### config.mk
export PLATFORM = sky130hd
export DESIGN_NAME = roulette_wheel_select_flat
export DESIGN_NICKNAME = d
export VERILOG_FILES = /design/src/rtl/rws_pkg.sv /design/src/rtl/rws_if.sv /design/src/rtl/rws_ram.sv /design/src/rtl/roulette_wheel_select.sv /design/src/flat_wrapper.sv
export SDC_FILE = /design/constraint.sdc
export NUM_CORES = 1
export LEC_CHECK = 0
export BUFFER_PORTS_ARGS = -buffer_cell sky130_fd_sc_hd__clkbuf_2
export CORE_MARGIN = 1.5
export CORE_UTILIZATION = 43
export DETAILED_ROUTE_END_ITERATION = 8
export GPL_ROUTABILITY_DRIVEN = 0
export SYNTH_ARGS = -nofsm -noshare
export SYNTH_HDL_FRONTEND = slang
export SYNTH_SLANG_ARGS = --single-unit
### constraint.sdc
create_clock -name clock -period 6.7 [get_ports clock]
set_clock_uncertainty 0.05 [all_clocks]
set_input_delay 0.335 -clock clock [delete_from_list [all_inputs] [get_ports clock]]
set_output_delay 0.335 -clock clock [all_outputs]
set_load 0.05 [all_outputs]
### src/rtl/rws_pkg.sv
// package for the roulette wheel selector: widths, defaults, codes and states
package rws_pkg;

   // default sizing of the fitness table
   localparam int ENTRY_COUNT_DEF  = 64;
   localparam int FITNESS_BITS_DEF = 16;

   // fixed field widths of the channels
   localparam int OP_W       = 1;
   localparam int INDEX_W    = 6;
   localparam int FIT_IN_W   = 16;
   localparam int RANDOM_W   = 32;
   localparam int POP_CNT_W  = 7;
   localparam int BIT_CNT_W  = $clog2(RANDOM_W);

   localparam logic [POP_CNT_W-1:0] POP_CNT_RESET = 7'd64;

   typedef enum logic [OP_W-1:0] {
      OP_WRITE  = 1'b0,
      OP_SELECT = 1'b1
   } op_type;

   typedef enum logic [2:0] {
      ST_IDLE,
      ST_SUM,
      ST_MOD,
      ST_WALK,
      ST_RESP
   } state_type;

endpackage

### src/rtl/rws_if.sv
// valid/ready channel interfaces for request and response beats

interface rws_req_if;
   import rws_pkg::*;

   logic                valid;
   logic                ready;
   op_type              op;
   logic [INDEX_W-1:0]  entry_index;
   logic [FIT_IN_W-1:0] fitness;
   logic [RANDOM_W-1:0] random_word;

   modport source (output valid, output op, output entry_index, output fitness,
                   output random_word, input ready);
   modport sink   (input valid, input op, input entry_index, input fitness,
                   input random_word, output ready);
endinterface

interface rws_rsp_if;
   import rws_pkg::*;

   logic               valid;
   logic               ready;
   logic [INDEX_W-1:0] chosen_index;
   logic               zero_total;

   modport source (output valid, output chosen_index, output zero_total, input ready);
   modport sink   (input valid, input chosen_index, input zero_total, output ready);
endinterface

### src/rtl/rws_ram.sv
// generic single-write, single-read ram with registered read data
module rws_ram #(
   parameter int WIDTH = 16,
   parameter int DEPTH = 64
) (
   input  logic                     clock,
   input  logic                     wr_en,
   input  logic [$clog2(DEPTH)-1:0] wr_addr,
   input  logic [WIDTH-1:0]         wr_data,
   input  logic [$clog2(DEPTH)-1:0] rd_addr,
   output logic [WIDTH-1:0]         rd_data
);
   logic [WIDTH-1:0] mem_ff [DEPTH];
   logic [WIDTH-1:0] rd_data_ff;

   always_ff @(posedge clock) begin
      if (wr_en) begin
         mem_ff[wr_addr] <= wr_data;
      end
      rd_data_ff <= mem_ff[rd_addr];
   end

   assign rd_data = rd_data_ff;
endmodule

### src/rtl/roulette_wheel_select.sv
// top level of the roulette wheel selector: fitness table, sequencer and shared adder
//
//   channel   dir   handshake            payload
//   req_bus   in    valid / ready        op, entry_index, fitness, random_word
//   rsp_bus   out   valid / ready        chosen_index, zero_total
//   csr       in    csr_wr_en (no wait)  csr_wr_data = pop_count
//
// a write beat is taken in idle; a select beat sums the first n entries (n = clamped
// pop_count), takes random_word modulo the sum by restoring division, walks the
// entries until one is chosen (a zero sum goes straight to the response), then responds; one adder does all of it
// the table ram has one read port, so sum and walk go one entry per cycle
// reset is synchronous and clears the sequencer and pop_count (to 64); the
// table holds garbage until written
// req_bus.ready is low from select accept until the response beat is taken
module roulette_wheel_select #(
   parameter int ENTRY_COUNT  = rws_pkg::ENTRY_COUNT_DEF,
   parameter int FITNESS_BITS = rws_pkg::FITNESS_BITS_DEF
) (
   input  logic                            clock,
   input  logic                            reset,
   rws_req_if.sink                         req_bus,
   rws_rsp_if.source                       rsp_bus,
   input  logic                            csr_wr_en,
   input  logic [rws_pkg::POP_CNT_W-1:0]   csr_wr_data
);
   import rws_pkg::*;

   // table address, entry counter, running sum and adder widths
   localparam int IDX_W = $clog2(ENTRY_COUNT);
   localparam int CNT_W = $clog2(ENTRY_COUNT + 1);
   localparam int SUM_W = FITNESS_BITS + CNT_W;
   localparam int U_W   = SUM_W + 1;
   localparam int CMP_W = (CNT_W > POP_CNT_W) ? CNT_W : POP_CNT_W;
   localparam int WA_W  = IDX_W + INDEX_W;
   localparam int FX_W  = FITNESS_BITS + FIT_IN_W;
   localparam int CX_W  = CNT_W + INDEX_W;

   state_type              state_ff, state_in;
   logic [POP_CNT_W-1:0]   pop_count_ff;
   logic [CNT_W-1:0]       n_ff, n_in;
   logic [CNT_W-1:0]       cnt_ff, cnt_in;      // read issue pointer
   logic                   pend_ff, pend_in;    // read data arrives this cycle
   logic [CNT_W-1:0]       widx_ff, widx_in;    // entry whose data is arriving
   logic [SUM_W-1:0]       acc_ff, acc_in;      // fitness total
   logic [SUM_W-1:0]       rem_ff, rem_in;      // modulo remainder, then walk residue
   logic [RANDOM_W-1:0]    q_ff, q_in;          // dividend shift register
   logic [BIT_CNT_W-1:0]   bit_ff, bit_in;
   logic [INDEX_W-1:0]     chosen_ff, chosen_in;
   logic                   zero_ff, zero_in;

   // table ram signals
   logic                    ram_we;
   logic [IDX_W-1:0]        ram_wr_addr;
   logic [FITNESS_BITS-1:0] ram_wr_data;
   logic [IDX_W-1:0]        ram_rd_addr;
   logic [FITNESS_BITS-1:0] ram_rd_data;

   // shared add / subtract unit
   logic [U_W-1:0] alu_a, alu_b;
   logic           alu_sub;
   logic [U_W:0]   alu_res;
   logic           alu_carry;

   logic [CMP_W-1:0]  pc_ext;
   logic [CNT_W-1:0]  n_clamp;
   logic [WA_W-1:0]   wr_ext;
   logic [FX_W-1:0]   fit_ext;
   logic [CX_W-1:0]   ch_ext;
   logic [U_W-1:0]    shifted;
   logic              idx_ok;

   rws_ram #(
      .WIDTH (FITNESS_BITS),
      .DEPTH (ENTRY_COUNT)
   ) u_table (
      .clock   (clock),
      .wr_en   (ram_we),
      .wr_addr (ram_wr_addr),
      .wr_data (ram_wr_data),
      .rd_addr (ram_rd_addr),
      .rd_data (ram_rd_data)
   );

   // write beat: index checked against table size, fitness masked to table width
   assign wr_ext      = WA_W'(req_bus.entry_index);
   assign ram_wr_addr = wr_ext[IDX_W-1:0];
   assign fit_ext     = FX_W'(req_bus.fitness);
   assign ram_wr_data = fit_ext[FITNESS_BITS-1:0];
   assign idx_ok      = (32'(req_bus.entry_index) < 32'(ENTRY_COUNT));
   assign ram_rd_addr = cnt_ff[IDX_W-1:0];

   // pop_count above the table size means the whole table
   assign pc_ext  = CMP_W'(pop_count_ff);
   assign n_clamp = (pc_ext > CMP_W'(ENTRY_COUNT)) ? CNT_W'(ENTRY_COUNT) : CNT_W'(pc_ext);

   // the one adder; carry out high on a subtract means no borrow
   assign alu_res   = {1'b0, alu_a} + {1'b0, (alu_sub ? ~alu_b : alu_b)}
                      + (U_W+1)'(alu_sub);
   assign alu_carry = alu_res[U_W];

   // next remainder step of the restoring modulo
   assign shifted = {rem_ff, q_ff[RANDOM_W-1]};
   assign ch_ext  = CX_W'(widx_ff);

   assign req_bus.ready        = (state_ff == ST_IDLE);
   assign rsp_bus.valid        = (state_ff == ST_RESP);
   assign rsp_bus.chosen_index = chosen_ff;
   assign rsp_bus.zero_total   = zero_ff;

   always_ff @(posedge clock) begin
      if (reset) begin
         state_ff     <= ST_IDLE;
         pop_count_ff <= POP_CNT_RESET;
         pend_ff      <= 1'b0;
      end else begin
         state_ff <= state_in;
         pend_ff  <= pend_in;
         if (csr_wr_en) begin
            pop_count_ff <= csr_wr_data;
         end
      end
   end

   // datapath registers, no reset needed
   always_ff @(posedge clock) begin
      n_ff      <= n_in;
      cnt_ff    <= cnt_in;
      widx_ff   <= widx_in;
      acc_ff    <= acc_in;
      rem_ff    <= rem_in;
      q_ff      <= q_in;
      bit_ff    <= bit_in;
      chosen_ff <= chosen_in;
      zero_ff   <= zero_in;
   end

   always_comb begin
      state_in  = state_ff;
      n_in      = n_ff;
      cnt_in    = cnt_ff;
      pend_in   = pend_ff;
      widx_in   = widx_ff;
      acc_in    = acc_ff;
      rem_in    = rem_ff;
      q_in      = q_ff;
      bit_in    = bit_ff;
      chosen_in = chosen_ff;
      zero_in   = zero_ff;
      ram_we    = 1'b0;
      alu_a     = U_W'(acc_ff);
      alu_b     = U_W'(ram_rd_data);
      alu_sub   = 1'b0;

      case (state_ff)
         ST_IDLE: begin
            pend_in = 1'b0;
            if (req_bus.valid) begin
               if (req_bus.op == OP_WRITE) begin
                  ram_we = idx_ok;
               end else begin
                  n_in     = n_clamp;
                  q_in     = req_bus.random_word;
                  acc_in   = '0;
                  cnt_in   = '0;
                  state_in = ST_SUM;
               end
            end
         end

         // one table read issued per cycle, added in the following cycle
         ST_SUM: begin
            alu_a   = U_W'(acc_ff);
            alu_b   = U_W'(ram_rd_data);
            alu_sub = 1'b0;
            if (cnt_ff < n_ff) begin
               cnt_in  = cnt_ff + CNT_W'(1);
               pend_in = 1'b1;
            end else begin
               pend_in = 1'b0;
            end
            if (pend_ff) begin
               acc_in = alu_res[SUM_W-1:0];
            end
            if (cnt_ff == n_ff && !pend_ff) begin
               if (acc_ff == '0) begin
                  zero_in   = 1'b1;
                  chosen_in = '0;
                  state_in  = ST_RESP;
               end else begin
                  zero_in  = 1'b0;
                  rem_in   = '0;
                  bit_in   = '0;
                  state_in = ST_MOD;
               end
            end
         end

         // restoring remainder, one dividend bit per cycle
         ST_MOD: begin
            alu_a   = shifted;
            alu_b   = U_W'(acc_ff);
            alu_sub = 1'b1;
            rem_in  = alu_carry ? alu_res[SUM_W-1:0] : shifted[SUM_W-1:0];
            q_in    = {q_ff[RANDOM_W-2:0], 1'b0};
            bit_in  = bit_ff + BIT_CNT_W'(1);
            if (bit_ff == BIT_CNT_W'(RANDOM_W - 1)) begin
               cnt_in   = '0;
               pend_in  = 1'b0;
               widx_in  = '0;
               state_in = ST_WALK;
            end
         end

         // subtract each fitness; first borrow marks the chosen entry
         ST_WALK: begin
            alu_a   = U_W'(rem_ff);
            alu_b   = U_W'(ram_rd_data);
            alu_sub = 1'b1;
            if (cnt_ff < n_ff) begin
               cnt_in  = cnt_ff + CNT_W'(1);
               pend_in = 1'b1;
            end else begin
               pend_in = 1'b0;
            end
            if (pend_ff) begin
               if (alu_carry) begin
                  rem_in  = alu_res[SUM_W-1:0];
                  widx_in = widx_ff + CNT_W'(1);
               end else begin
                  chosen_in = ch_ext[INDEX_W-1:0];
                  state_in  = ST_RESP;
               end
            end else if (cnt_ff == n_ff) begin
               // walk ran off the end, fall back to entry zero
               chosen_in = '0;
               state_in  = ST_RESP;
            end
         end

         ST_RESP: begin
            pend_in = 1'b0;
            if (rsp_bus.ready) begin
               state_in = ST_IDLE;
            end
         end

         default: begin
            state_in = ST_IDLE;
            pend_in  = 1'b0;
         end
      endcase
   end
endmodule

### src/flat_wrapper.sv
// flat-port wrapper written by rule: the top's interface ports become plain ports
module roulette_wheel_select_flat import rws_pkg::*;
#(
   parameter int ENTRY_COUNT  = rws_pkg::ENTRY_COUNT_DEF,
   parameter int FITNESS_BITS = rws_pkg::FITNESS_BITS_DEF
)
  (clock, reset, csr_wr_en, csr_wr_data, req_bus_valid, req_bus_op, req_bus_entry_index, req_bus_fitness, req_bus_random_word, req_bus_ready, rsp_bus_valid, rsp_bus_chosen_index, rsp_bus_zero_total, rsp_bus_ready);
  rws_req_if req_bus_i ();
  rws_rsp_if rsp_bus_i ();
  input  logic clock;
  input  logic reset;
  input  logic csr_wr_en;
  input  logic [rws_pkg::POP_CNT_W-1:0] csr_wr_data;
  input wire logic [$bits(req_bus_i.valid)-1:0] req_bus_valid;
  input wire logic [$bits(req_bus_i.op)-1:0] req_bus_op;
  input wire logic [$bits(req_bus_i.entry_index)-1:0] req_bus_entry_index;
  input wire logic [$bits(req_bus_i.fitness)-1:0] req_bus_fitness;
  input wire logic [$bits(req_bus_i.random_word)-1:0] req_bus_random_word;
  output wire logic [$bits(req_bus_i.ready)-1:0] req_bus_ready;
  output wire logic [$bits(rsp_bus_i.valid)-1:0] rsp_bus_valid;
  output wire logic [$bits(rsp_bus_i.chosen_index)-1:0] rsp_bus_chosen_index;
  output wire logic [$bits(rsp_bus_i.zero_total)-1:0] rsp_bus_zero_total;
  input wire logic [$bits(rsp_bus_i.ready)-1:0] rsp_bus_ready;
  assign req_bus_i.valid = req_bus_valid;
  assign req_bus_i.op = req_bus_op;
  assign req_bus_i.entry_index = req_bus_entry_index;
  assign req_bus_i.fitness = req_bus_fitness;
  assign req_bus_i.random_word = req_bus_random_word;
  assign req_bus_ready = req_bus_i.ready;
  assign rsp_bus_valid = rsp_bus_i.valid;
  assign rsp_bus_chosen_index = rsp_bus_i.chosen_index;
  assign rsp_bus_zero_total = rsp_bus_i.zero_total;
  assign rsp_bus_i.ready = rsp_bus_ready;
  roulette_wheel_select #(.ENTRY_COUNT(ENTRY_COUNT), .FITNESS_BITS(FITNESS_BITS)) u_core (.clock(clock), .reset(reset), .req_bus(req_bus_i), .rsp_bus(rsp_bus_i), .csr_wr_en(csr_wr_en), .csr_wr_data(csr_wr_data));
endmodule
# Word level (Yosys, flattened, before mapping)
# Memories as Yosys holds them, arrays and structs flattened. A register that Yosys moved wholly into a read port is not among the register bits.
# Cells that the tools add are included.
# op_classes
order_cmp,2
n_eq_ne,19
n_reduce_logical,23
bitwise_logic,1
addsub,5
n_mux,53
# op_table
op,count
$mux W23,9
$pmux W23 S3,1
$mux W32,2
$pmux W32 S2,1
$pmux W24 S2,1
$pmux W23 S2,1
$mux W7,6
$mux W6,5
$mux W3,9
$add A24 B24 Y25,1
$add A25 B1 Y25,1
$mux W24,1
$not A23 Y24,1
$logic_not A23 Y1,1
$pmux W7 S3,1
$ne A2 B1 Y1 const B,8
$pmux W3 S5,1
$reduce_and A5 Y1,3
$add A7 B1 Y7 const B,2
$pmux W7 S2,1
$pmux W6 S2,1
$mux W5,2
$pmux W5 S2,1
$reduce_bool A2 Y1,5
22 further kinds,38
# totals
mem_bits_rw,1024
memories,1
out_inout_bits,9
reg_bits,122
inputBits,67
# mem_list
memory,words,width,rd,rd_clocked_by_memory_dff,write_ports,line,rtl
u_core.u_table.mem_ff,64,16,1,1,1,rws_ram.sv:13,logic [WIDTH-1:0] mem_ff [DEPTH];

# Depth between registers and ports, before layout
# logic_depth
word_depth,9
ltp_mapped,17

# Hierarchy
# From an unflattened synthesis, not the netlist that was laid out.
# hier_totals
hier_cells,2585
hier_area_um2,47471.8
# modules_own_cells
mod,area_per_inst_um2,instances,cells_each,seq_area_each_um2
rws_ram,40042.2,1,1829,31069.8
roulette_wheel_select,7429.6,1,756,3523.4

# Worst setup path before layout
# No wires, ideal clock.
# synth_path
kind,register to register
from,register u_core.state_ff[0]
to,"register u_core.rem_ff[0], enable pin"
t_required_ns,6.204
stages_incl_launch_ff,13
slack_ns,1.319
t_arrival_ns,4.885
setup_time_ns,0.446
path_buffers,2
synth_period_minus_slack_ns,5.381
path_cell_list,dfxtp_1 clkbuf_1 buf_1 mux2i_1 o21ai_0 ha_1 and4_1 o21ai_1 a2111oi_0 o21ai_1 a31oi_1 nand2_1 a311oi_1
# synth_between
elab_chain_cells,8
elab_cells_between_ends,17
# synth_rtl
element,line,rtl
"start, declared",roulette_wheel_select.sv:38,"state_type state_ff, state_in;"
"start signal, assigned",roulette_wheel_select.sv:116,state_ff <= state_in;
$eq A3 B2 Y1,roulette_wheel_select.sv:154,case (state_ff)
$reduce_or A2 Y1 (no line) or $mux W23 (tied branches),n/a,
$mux W1 or $not A23 Y24 (tied branches),"roulette_wheel_select.sv:154, roulette_wheel_select.sv:97",
$mux W24,roulette_wheel_select.sv:97,"assign alu_res = {1'b0, alu_a} + {1'b0, (alu_sub ? ~alu_b : alu_b)}"
$add A24 B24 Y25,roulette_wheel_select.sv:97,
$add A25 B1 Y25,roulette_wheel_select.sv:98,+ (U_W+1)'(alu_sub);
$ne A2 B1 Y1 (no line),n/a,
$reduce_and A5 Y1 (no line) *,n/a,
"end signal, assigned",roulette_wheel_select.sv:130,rem_ff <= rem_in;
"end, declared",roulette_wheel_select.sv:45,"logic [SUM_W-1:0] rem_ff, rem_in;"
# Mark *: on every way between the ends. The rest lies on a longest branch, timed or not.
# A chain may end at the register's enable or synchronous reset.

# Final worst setup path
# layout_path
from,register u_core.state_ff[1]
to,"register u_core.rem_ff[8], enable pin"
# Same word-level chain as after synthesis.

==> summary.txt <==
Power and ir drop
  • LEAKAGE: 17.3 nW
  • Power per cell area: 299 mW/mm^2
  • VDD IR max: 227 uV
  • Overall power: 16.0 mW

Placement
  • DP Wirelength: 60.6 mm
  • Place WS: 1.94 ns
  • Port bufs: 75

STA
  • Tmin final: 4.79 ns
  • F_max: 0.209 GHz
  • WHS: 0.0752 ns
  • Final hold vios: 0
  • Period utilization: 71.4%
  • RSZ-0062 raised after global routing: false
  • Final max-slew violation count: 0
  • Relative slew margins: 11.9%
  • Endpoints failing setup: 0
  • TNS Setup: 0 ns
  • Final worst slack: 1.91 ns
  • Least-Margin Pin Slew: 1.32 ns

Yosys
  • Prevailing post-synth register cell: edfxtp_1
  • Avg Cell Area, Syn: 20.3 um^2
  • Post-synth top area share: 73.0%
  • Yosys top cell by area: edfxtp_1
  • Fraction of registers with async set/reset: 0%
  • Syn Nets: 2397
  • Yosys reg bits: 1161
  • Commonest cells in the synthesized netlist: edfxtp_1, mux4_2, nand2_1
  • Most frequent cell after synthesis: edfxtp_1
  • Mapped Area: 0.0467 mm^2
  • EDFF count, synth: 1134
  • Syn Inst Count: 2296
  • Top cells by area, synth: edfxtp_1, mux4_2, nand2_1
  • Synth warn: 0
  • Sequential-to-total area share from yosys stat: 74.1%
  • Synth cell types: 64

Clock tree
  • Setup bufs post-CTS: 0
  • Max clock buf depth: 3
  • Worst-skew pair later-pin latency: 0.74 ns
  • H-tree depth: 3
  • Clock transition at path regs: 0.06 ns
  • Sink Count: 1161
  • CTS Root Buffer Type: clkbuf_16
  • CTS buffer count: 116
  • TritonCTS clock tree: built

Global route
  • Number of global-route vias before repair: 23600
  • Largest net degree at the start of global routing: 126
  • Total grt overflow: 0
  • Global-route wire length before repair: 160 mm
  • GRT Resource Usage Total: 19.8%
  • Antenna violations before repair: 7

Die
  • IO Pins: 76
  • Core footprint: 0.107 mm^2
  • Starting Density: 43.5%
  • Chip height: 332 um
  • Die area: 0.111 mm^2
  • Die W: 332 um
  • Site row count: 120

Worst setup path
  • Critical path arrival: 5.06 ns
  • Setup CP Type: reg -> reg
  • Worst Setup Start Kind: flip-flop
  • CP max FO: 64
  • Flop2flop setup slack: 1.91 ns
  • Element type at the critical path end: flip-flop
  • Crit path required time: 6.98 ns

Route
  • WL/cell: 27.1 um
  • DR vias/cell: 5.69
  • Drt total wl: 109 mm
  • DR vias: 22900
  • Drt drc: 0
  • Antenna-violating nets left: 0
  • 1st-iter DRT viols: 2151
  • Pre-antenna DRT Iters: 7

Finish
  • Filler cells: 8500
  • Fraction of layout cells with a size suffix above 1: 26.7%
  • Layout Utilization: 49.9%
  • Net count, final: 2620
  • Area growth syn-to-layout: 14.7%

Flow run
  • Max Cap Viol: 0

Hold path
  • Hold Path Class: in -> reg

Outcome
  • Run status: complete, no violations
## metal layers
metal  up-vias  wire (um)  GRT usage, %  part of all wire, %
met4         6       2890          5.92                  2.7
met5         -         32             0                0.029
met2       649      54900          33.2                   50
li1       9880          -             -                    -
met1     12200      45300          26.9                   42
met3       179       5790          2.99                  5.3
## timing repair
| action | CTS | global route |
|---|---|---|
| hold buffers | 53 | 0 |
| hold endpoints to repair | 42 | 0 |
| gates resized for setup | 0 | 0 |
## flip-flops by register name (all words and copies together) (netlist names)
register	flops
u_core.u_table.mem_ff	1024
u_core.rsp_bus.chosen_index	6
u_core.n_ff	7
u_core.pc_ext	7
u_core.cnt_ff	7
u_core.state_ff	3
u_core.widx_ff	6
u_core.rsp_bus.zero_total	1
u_core.bit_ff	5
u_core.q_ff	32
u_core.pend_ff	1
u_core.rem_ff	23
u_core.u_table.rd_data	16
u_core.acc_ff	23
## cell type report
cell class	instances	area, um^2	share of cell area, %
diodes	1	2.50	0.00468
clock buffers	145	3050	5.70
clock inverters	69	847	1.58
inverters	21	78.8	0.147
multi-input cells	992	11500	21.5
flip-flops and latches	1161	34600	64.6
well taps	1403	1760	3.28
repair buffers	227	1700	3.17
## cell usage in the layout (no fill, tap or decap), drive strengths merged, types with 8 or more instances in the layout
| cell type | netlist | layout |
|---|---|---|
| edfxtp | 1134 | 1134 |
| mux4 | 336 | 336 |
| clkbuf | 70 | 220 |
| nand2 | 169 | 169 |
| nor2 | 133 | 133 |
| buf | 52 | 99 |
| o21ai | 57 | 57 |
| dlygate4sd3 | 0 | 53 |
| clkinv | 1 | 47 |
| mux2i | 33 | 33 |
| ha | 33 | 33 |
| dfxtp | 27 | 27 |
| inv | 20 | 23 |
| a21oi | 22 | 22 |
| o2bb2ai | 21 | 21 |
| xnor2 | 18 | 18 |
| bufinv | 0 | 15 |
| mux2 | 15 | 15 |
| nor2b | 14 | 14 |
| xor2 | 14 | 14 |
| nand3 | 13 | 13 |
| and2 | 10 | 10 |
| nor3 | 10 | 10 |
| and3 | 8 | 8 |
| o21a | 8 | 8 |
## final timing paths
check,end,cells past startpoint,start
worst max-delay path,u_core.rem_ff[8]$_DFFE_PP_,12,u_core.state_ff[1]$_SDFFE_PP0P_
worst max register to register,u_core.rem_ff[8]$_DFFE_PP_,12,u_core.state_ff[1]$_SDFFE_PP0P_
worst min register to register,u_core.q_ff[3]$_DFFE_PP_,2,u_core.q_ff[2]$_DFFE_PP_
worst min-delay path,u_core.state_ff[0]$_SDFFE_PP0P_,5,req_bus_valid
## worst max-delay path, cell delays in order, from the launching register on
cell       delay (ns)
dfxtp_1          0.67
nand2b_2         0.69
buf_4            0.47
nand2_1          0.09
o21ai_0          0.09
ha_1             0.42
nand4_1          0.18
a2111oi_0        0.32
o21ai_1          0.20
a31oi_1          0.37
nand2_1          0.17
a311oi_4         0.30
buf_4            0.38
## cells by family after synthesis
family | after synthesis | synth area share (%)
flip-flops | 1161 | 74.1
AND/OR/NAND/NOR | 387 | 3.55
multiplexers | 384 | 17.3
AO/OA/AOI/OAI | 155 | 2.18
buffers and inverters | 143 | 1.33
adder cells (fa/ha/maj) | 34 | 0.928
XOR/XNOR | 32 | 0.601
## power by group
group          leakage, nW  switching, mW  internal [mW]
combinational         4.91          0.747          0.569
sequential            10.5         0.0502           8.04
clock                 1.89           2.76           3.82
## through the flow
stage	std cells	instance area (um^2)
3_3_place_gp	3750	49100
5_1_grt	4019	53500
2_1_floorplan	2296	46700
4_1_cts	4017	53500
3_5_place_dp	3750	49100
6_report	4019	53500
Note: power is estimated with default switching activity, not from simulation.
